`config.mk`:
```
export PLATFORM = sky130hd
export DESIGN_NAME = ntib_out_buf
export DESIGN_NICKNAME = d
export VERILOG_FILES = /design/src/hw/rtl/ntib_pkg.sv /design/src/hw/rtl/ntib_out_buf.sv
export SDC_FILE = /design/constraint.sdc
export NUM_CORES = 1
export LEC_CHECK = 0
export BUFFER_PORTS_ARGS = -buffer_cell sky130_fd_sc_hd__buf_2
export CAP_MARGIN = 20
export CORE_ASPECT_RATIO = 1.2
export CORE_MARGIN = 2
export CORE_UTILIZATION = 52
export CTS_CLUSTER_SIZE = 16
export DETAILED_ROUTE_END_ITERATION = 8
export PLACE_DENSITY = 0.88
export SLEW_MARGIN = 20
export SYNTH_ARGS = -nofsm -noshare
export SYNTH_HDL_FRONTEND = slang
export SYNTH_SLANG_ARGS = --single-unit
```
`constraint.sdc`:
```
create_clock -name clk -period 11.7 [get_ports clk]
set_input_delay 1.17 -clock clk [delete_from_list [all_inputs] [get_ports clk]]
set_output_delay 1.17 -clock clk [all_outputs]
set_load 0.01 [all_outputs]
```
`src/hw/rtl/ntib_pkg.sv`:
```
// ----------------------------------------------------------------------------
// ntib_pkg
// Shared constants and types for the modular butterfly pipeline.
// ----------------------------------------------------------------------------
package ntib_pkg;

  // default residue width
  localparam int DATA_WIDTH_DEF = 60;

  // configuration port geometry
  localparam int CFG_DATA_W = 64;
  localparam int CFG_ADDR_W = 2;

  // configuration register indexes
  typedef enum logic [CFG_ADDR_W-1:0] {
    CFG_MODULUS        = 2'd0,
    CFG_BARRETT_FACTOR = 2'd1,
    CFG_BARRETT_SHIFT  = 2'd2,
    CFG_FORWARD_MODE   = 2'd3
  } cfg_idx_t;

  // pipeline advance and the valid bit entering a section
  typedef struct packed {
    logic en;
    logic valid;
  } pipe_ctl_t;

endpackage

```
`src/hw/rtl/ntib_out_buf.sv`:
```
// ----------------------------------------------------------------------------
// ntib_out_buf
// Two-entry output buffer: an output register plus a skid register, so the
// pipeline keeps moving while one result waits at the port.
// ----------------------------------------------------------------------------
module ntib_out_buf
  import ntib_pkg::*;
#(
  parameter int DW = 2 * DATA_WIDTH_DEF
) (
  input  logic          clk,
  input  logic          rst_n,
  input  pipe_ctl_t     ctl,
  input  logic [DW-1:0] push_data,
  output logic          buf_ready,
  output logic          out_valid,
  output logic [DW-1:0] out_data,
  input  logic          out_ready
);

  logic          out_vld_r;
  logic          skid_vld_r;
  logic [DW-1:0] out_data_r;
  logic [DW-1:0] skid_data_r;
  logic          push;
  logic          pop;

  assign push = ctl.en && ctl.valid;
  assign pop  = out_vld_r && out_ready;

  // occupancy
  always_ff @(posedge clk) begin
    if (!rst_n) begin
      out_vld_r  <= 1'b0;
      skid_vld_r <= 1'b0;
    end else if (skid_vld_r) begin
      if (pop) begin
        skid_vld_r <= 1'b0;
      end
    end else if (push) begin
      if (!out_vld_r || pop) begin
        out_vld_r <= 1'b1;
      end else begin
        skid_vld_r <= 1'b1;
      end
    end else if (pop) begin
      out_vld_r <= 1'b0;
    end
  end

  // data
  always_ff @(posedge clk) begin
    if (skid_vld_r) begin
      if (pop) begin
        out_data_r <= skid_data_r;
      end
    end else if (push) begin
      if (!out_vld_r || pop) begin
        out_data_r <= push_data;
      end else begin
        skid_data_r <= push_data;
      end
    end
  end

  assign buf_ready = !skid_vld_r;
  assign out_valid = out_vld_r;
  assign out_data  = out_data_r;

  // the skid entry only fills behind a waiting result
  a_skid_behind_out: assert property (@(posedge clk) disable iff (!rst_n)
    skid_vld_r |-> out_vld_r)
    else $error("skid entry valid with empty output register");

  a_skid_fill: assert property (@(posedge clk) disable iff (!rst_n)
    $rose(skid_vld_r) |-> $past(out_vld_r && !out_ready && ctl.en && ctl.valid))
    else $error("skid entry filled without a stalled push");

endmodule

```
==> results of run 1 <==
## final timing paths
check / cells after the start / end
worst max-delay path: 5 / out_data[111]
worst min-delay path: 1 / out_data[80]
worst max register to register: 5 / out_data[111]
worst min register to register: 1 / out_data[80]
## worst max-delay path: cells and delay by family
kind                   cells  cell delay (ps)
and+or+nand+nor            1              150
AOI/OAI and AO/OA          1              170
buffers and inverters      3             1440
## registers in the layout, summed over array words and instances (netlist names)
register / flops
skid_data_r: 120
out_data: 120
out_valid: 1
skid_vld_r: 1
## cells in the mapped netlist, types with 2 or more instances
cell	count
buf_2	5
nand3_1	2
inv_1	2
dfxtp_1	2
edfxtp_1	240
buf_6	8
mux2_4	68
nand2_1	3
mux2_2	52
## power by group
group	switching, mW	internal [mW]
registers	0.00828	0.986
clock network	0.301	0.398
logic	0.0561	0.0594
## metal layers
metal	up-vias	global-route usage, %	routed length [um]
li1	2083	-	-
met1	2232	20.83	6512
met2	207	29.73	8528
met3	41	5.144	1342
met4	4	6.854	467
met5	-	0	23
## cell type report
type                       count  area [um2]  area share (%)
antenna                        3       7.507         0.06688
clock buffer                  33       665.6           5.930
clock inverter                10       56.30          0.5016
inverter                       2       7.507         0.06688
multi-input combinational    130        1670           14.88
sequential                   242        7251           64.60
tap                          216       270.3           2.408
timing repair buffer         252        1296           11.55
## metrics by stage
stage | hold slack [ps] | worst slack, ps | instance area [um2] | utilization, % | power (mW)
4_1_cts | 548.5 | 8348 | 11190 | 65.89 | 1.829
2_1_floorplan | 523.1 | 927.1 | 9050 | - | 1.078
3_3_place_gp | 509.1 | 8381 | 10470 | 61.64 | 1.122
5_1_grt | 557.1 | 8643 | 11220 | 66.08 | 1.871
6_report | 544.8 | 8738 | 11220 | 66.10 | 1.809
3_5_place_dp | 533.8 | 8215 | 10470 | 61.64 | 1.129
## cell families (layout without fill, tap and decap cells)
logic type | Yosys count | in the layout | synth area share, %
and+or+nand+nor | 6 | 6 | 0.3180
AOI/OAI and AO/OA | 4 | 4 | 0.2765
other | 0 | 3 | 0
muxes | 120 | 120 | 17.75
buffers and inverters | 16 | 297 | 1.576
DFF | 242 | 242 | 80.08
==> impl_metrics.toml, run 1 <==
[power_and_ir_drop]
powerDensity_nw_per_um2 = 161.1
ir_worst_vdd_mv = 0.1258
leakage_nw = 4.251

[synthesis]
ys_seq_elements = 242
synthArstFlopShare_pct = 0
syn_area_per_cell_um2 = 23.32
seq_area_frac_synth_pct = 80.08
syn_nets = 513
netlist.area_leader.share_pct = 79.64
yosysWarnings = 0
synth_top_cell_by_area = "edfxtp_1"
synth-edff-count = 240
ys.flop_type = "edfxtp_1"
syn_area_um2 = 9050
synth_area_leaders = "edfxtp_1, mux2_4, mux2_2"
syn_inst = 388
synth.distinct_cells = 15

[grt]
antenna_found_initial = 4
grt_pass1_vias = 4760
track_usage_pct = 17.35
grt_max_degree = 80
grt_overflow = 0
grt_first_pass_wirelength_um = 25300

[clock_tree]
root_buffer = "clkbuf_16"
htree_levels = 1
cts_resized = 0
clkTransAtPathRegs_ps = 60
hold_buffers = 0
clkSinkCount = 242
cts_buffers = 24
clk_path_buf_depth = 3
clkLatencyLatePin_ps = 500
cts_setup_buffers = 0
cts_tree = "built"

[critical_path]
critPathSlowestCell = "buf_4"
criticalPathCategory = "in2reg"
endpoint_kind = "flop"
cpMostUsedCell = "buf_4"
path_max_fanout = 71
r2r_start = "skid_vld_r"
start_kind = "input pin"
path_cells = "buf_2, nand3_1, a22oi_2, buf_4, buf_4"
worstPathRequired_ps = 11820
cp-startpoint = "ctl[1]"
rrSetupSlack_ps = 8900
cp.arrival_ps = 3080
max_stage_delay_ps = 800

[die]
start_util_pct = 53.29
dieArea_um2 = 18480
core-area_um2 = 16980
rows = 52
ios = 247
die_h_um = 148.5
die_w_um = 124.4

[sta]
skew_ps = 11.32
final.setup.tns_ps = 0
slew_headroom_pct = 32.38
rsz0062_at_grt = "no"
finalSetupViolCount = 0
min_period_over_period_pct = 25.32
hold_viol = 0
worst_pin_slew_ps = 1014
period_minus_slack_ps = 2962
drv_slew = 0
max_freq_ghz = 0.3376

[place]
port_buffers = 246
place.gp.congestion = 0.7630
place_inst = 841
dp_hpwl_um = 11510

[cells_and_area]
drive_gt1_share_pct = 61.14
fin_cells = 888
area_delta_synth_final_pct = 24.03
layout_common_cells = "buf_2, edfxtp_1, mux2_4"
n_fill_cell = 1138
mostFrequentLayoutCell = "buf_2"
fin_nets = 777

[detailed_routing]
vias_per_cell = 5.143
drt_wl_total_um = 16870
postRouteAntennaNets = 0
dr.pass1.iters = 4
dr_total_vias = 4567
drcViolationCount = 0
drt_iter0_drc = 312
routedWlPerCell_um = 19.00

[hold_path]
hold_path.class = "reg2reg"
hp-start = "skid_data_r[80]"

[flow_run]
max_cap_violations = 0

[outcome]
status = "completed"
(Power assumes the default switching activity.)
==> run 2, diff against run 1 <==
--- a/config.mk
+++ b/config.mk
@@ -9,10 +9,10 @@
 export CAP_MARGIN = 20
 export CORE_ASPECT_RATIO = 1.2
 export CORE_MARGIN = 2
-export CORE_UTILIZATION = 52
+export CORE_UTILIZATION = 47
 export CTS_CLUSTER_SIZE = 16
 export DETAILED_ROUTE_END_ITERATION = 8
-export PLACE_DENSITY = 0.88
+export PLACE_DENSITY = 0.85
 export SLEW_MARGIN = 20
 export SYNTH_ARGS = -nofsm -noshare
 export SYNTH_HDL_FRONTEND = slang
==> constraint.sdc (replaced) <==
create_clock -name clk -period 2.4 [get_ports clk]
set_input_delay 0.24 -clock clk [delete_from_list [all_inputs] [get_ports clk]]
set_output_delay 0.24 -clock clk [all_outputs]
set_load 0.01 [all_outputs]
==> impl_metrics.toml, run 2 (synthesis gave the netlist of run 1 again) <==
[grt]
antenna_found_initial = 0
grt_max_degree = 96
track_usage_pct = 19.19
grt_pass1_vias = 5720
grt_overflow = 0
grt_first_pass_wirelength_um = 30060

[sta]
worst_pin_slew_ps = 635.8
finalSetupViolCount = 0
rsz0062_at_grt = "no"
drv_slew = 0
hold_viol = 0
finalHoldWorstSlack_ps = 46.06
slew_headroom_pct = 57.61
period_minus_slack_ps = 1665
skew_ps = 6.871
max_freq_ghz = 0.6007
final.setup.tns_ps = 0
min_period_over_period_pct = 69.37

[die]
core-area_um2 = 18860
dieArea_um2 = 20390
die_h_um = 156.0
start_util_pct = 48.00
die_w_um = 130.7
ios = 247
rows = 55

[cells_and_area]
layout_common_cells = "buf_2, edfxtp_1, dlygate4sd3_1"
fin_cells = 1045
mostFrequentLayoutCell = "buf_2"
area_delta_synth_final_pct = 38.48
drive_gt1_share_pct = 51.78
fin_nets = 898

[outcome]
status = "completed"

[place]
place_inst = 882
port_buffers = 246
place.gp.congestion = 0.8100
dp_hpwl_um = 11470

[critical_path]
rrSetupSlack_ps = 740
criticalPathCategory = "reg2reg"
rr_worst_depth = 4
reg2reg_to = "out_data[72]"
endpoint_kind = "flop"
r2r_start = "skid_vld_r"
path_max_fanout = 42
worstPathRequired_ps = 2540
cp.arrival_ps = 1800
start_kind = "flop"

[detailed_routing]
dr_total_vias = 5108
drt_wl_total_um = 19930
postRouteAntennaNets = 0
drcViolationCount = 0
dr.pass1.iters = 4
drt_iter0_drc = 277
routedWlPerCell_um = 19.07
vias_per_cell = 4.888

[clock_tree]
hold_buffers = 121
cts_buffers = 24
cts_tree = "built"
cts_resized = 0
cts_setup_buffers = 0
clkSinkCount = 242
clkLatencyLatePin_ps = 500
htree_levels = 1
root_buffer = "clkbuf_16"
clk_path_buf_depth = 3
clkTransAtPathRegs_ps = 60

[hold_path]
hold_depth = 3
hold_end = "skid_vld_r"
hp-start = "ctl[0]"
hold_path.class = "in2reg"

[power_and_ir_drop]
ir_worst_vdd_mv = 0.6540
leakage_nw = 4.776
powerDensity_nw_per_um2 = 724.4

[flow_run]
max_cap_violations = 0
[run 2: cell types whose count changed in the layout (fill, tap and decap cells not counted), moves of 2 or more]
cell,change
diode_2,-2
buf_4,-3
clkinvlp_4,-2
buf_12,+4
clkinv_1,+2
dlygate4sd3_1,+121
[run 2: through the flow]
stage                     cell area, um2  setup WS (ps)  util, %  power, mW
after global placement             10600          800.3    56.22      5.482
after detailed placement           10600          744.3    56.22      5.511
after floorplan                     9091          -2171        -      5.240
final                              12530          735.1    66.46      9.078
after global routing               12530          637.7    66.45      9.369
after CTS                          12530          740.1    66.45      9.137
[run 2: how the worst max path moves through the flow]
| stage | to | cells past startpoint | slack [ps] | startpoint |
|---|---|---|---|---|
| 2_1_floorplan | out_data[0] | 5 | -2170 | skid_vld_r |
| 3_3_place_gp | out_data[68] | 4 | 800 | skid_vld_r |
| 3_5_place_dp | out_data[118] | 4 | 740 | skid_vld_r |
| 4_1_cts | out_data[71] | 4 | 740 | skid_vld_r |
| 5_1_grt | out_data[72] | 3 | 640 | out_valid |
| 6_report | out_data[72] | 4 | 740 | skid_vld_r |
[run 2: cell type report]
type / instances / area, um2
Inverter: 2 / 12.51
Tap cell: 256 / 320.3
Multi-Input combinational cell: 130 / 1692
Fill cell: 1231 / 6324
Clock inverter: 9 / 65.06
Antenna cell: 1 / 2.502
Sequential cell: 242 / 7251
Timing Repair Buffer: 373 / 2537
Clock buffer: 32 / 651.9
[run 2: report_power, final]
group          switching [mW]  total [mW]  internal, mW  leakage [nW]
registers              0.0363        4.84          4.80          2.22
clock network            1.49        3.49          2.00         0.352
logic                   0.324       0.748         0.424          2.20
[run 2: critical path, cell delays in order, from the launching register on]
cell	delay [ps]
dfxtp_4	380
inv_6	70
nand3_4	80
a22oi_2	230
buf_4	530
[run 2: per-layer routing]
layer / wire length (um) / up-vias / GRT usage (%) / part of all wire [%]
li1: - / 2325 / - / -
met1: 7196 / 2511 / 21.46 / 36
met2: 10630 / 227 / 34.85 / 53
met3: 1519 / 45 / 5.041 / 7.6
met4: 577 / 0 / 6.991 / 2.9
met5: 0 / - / 0 / 0
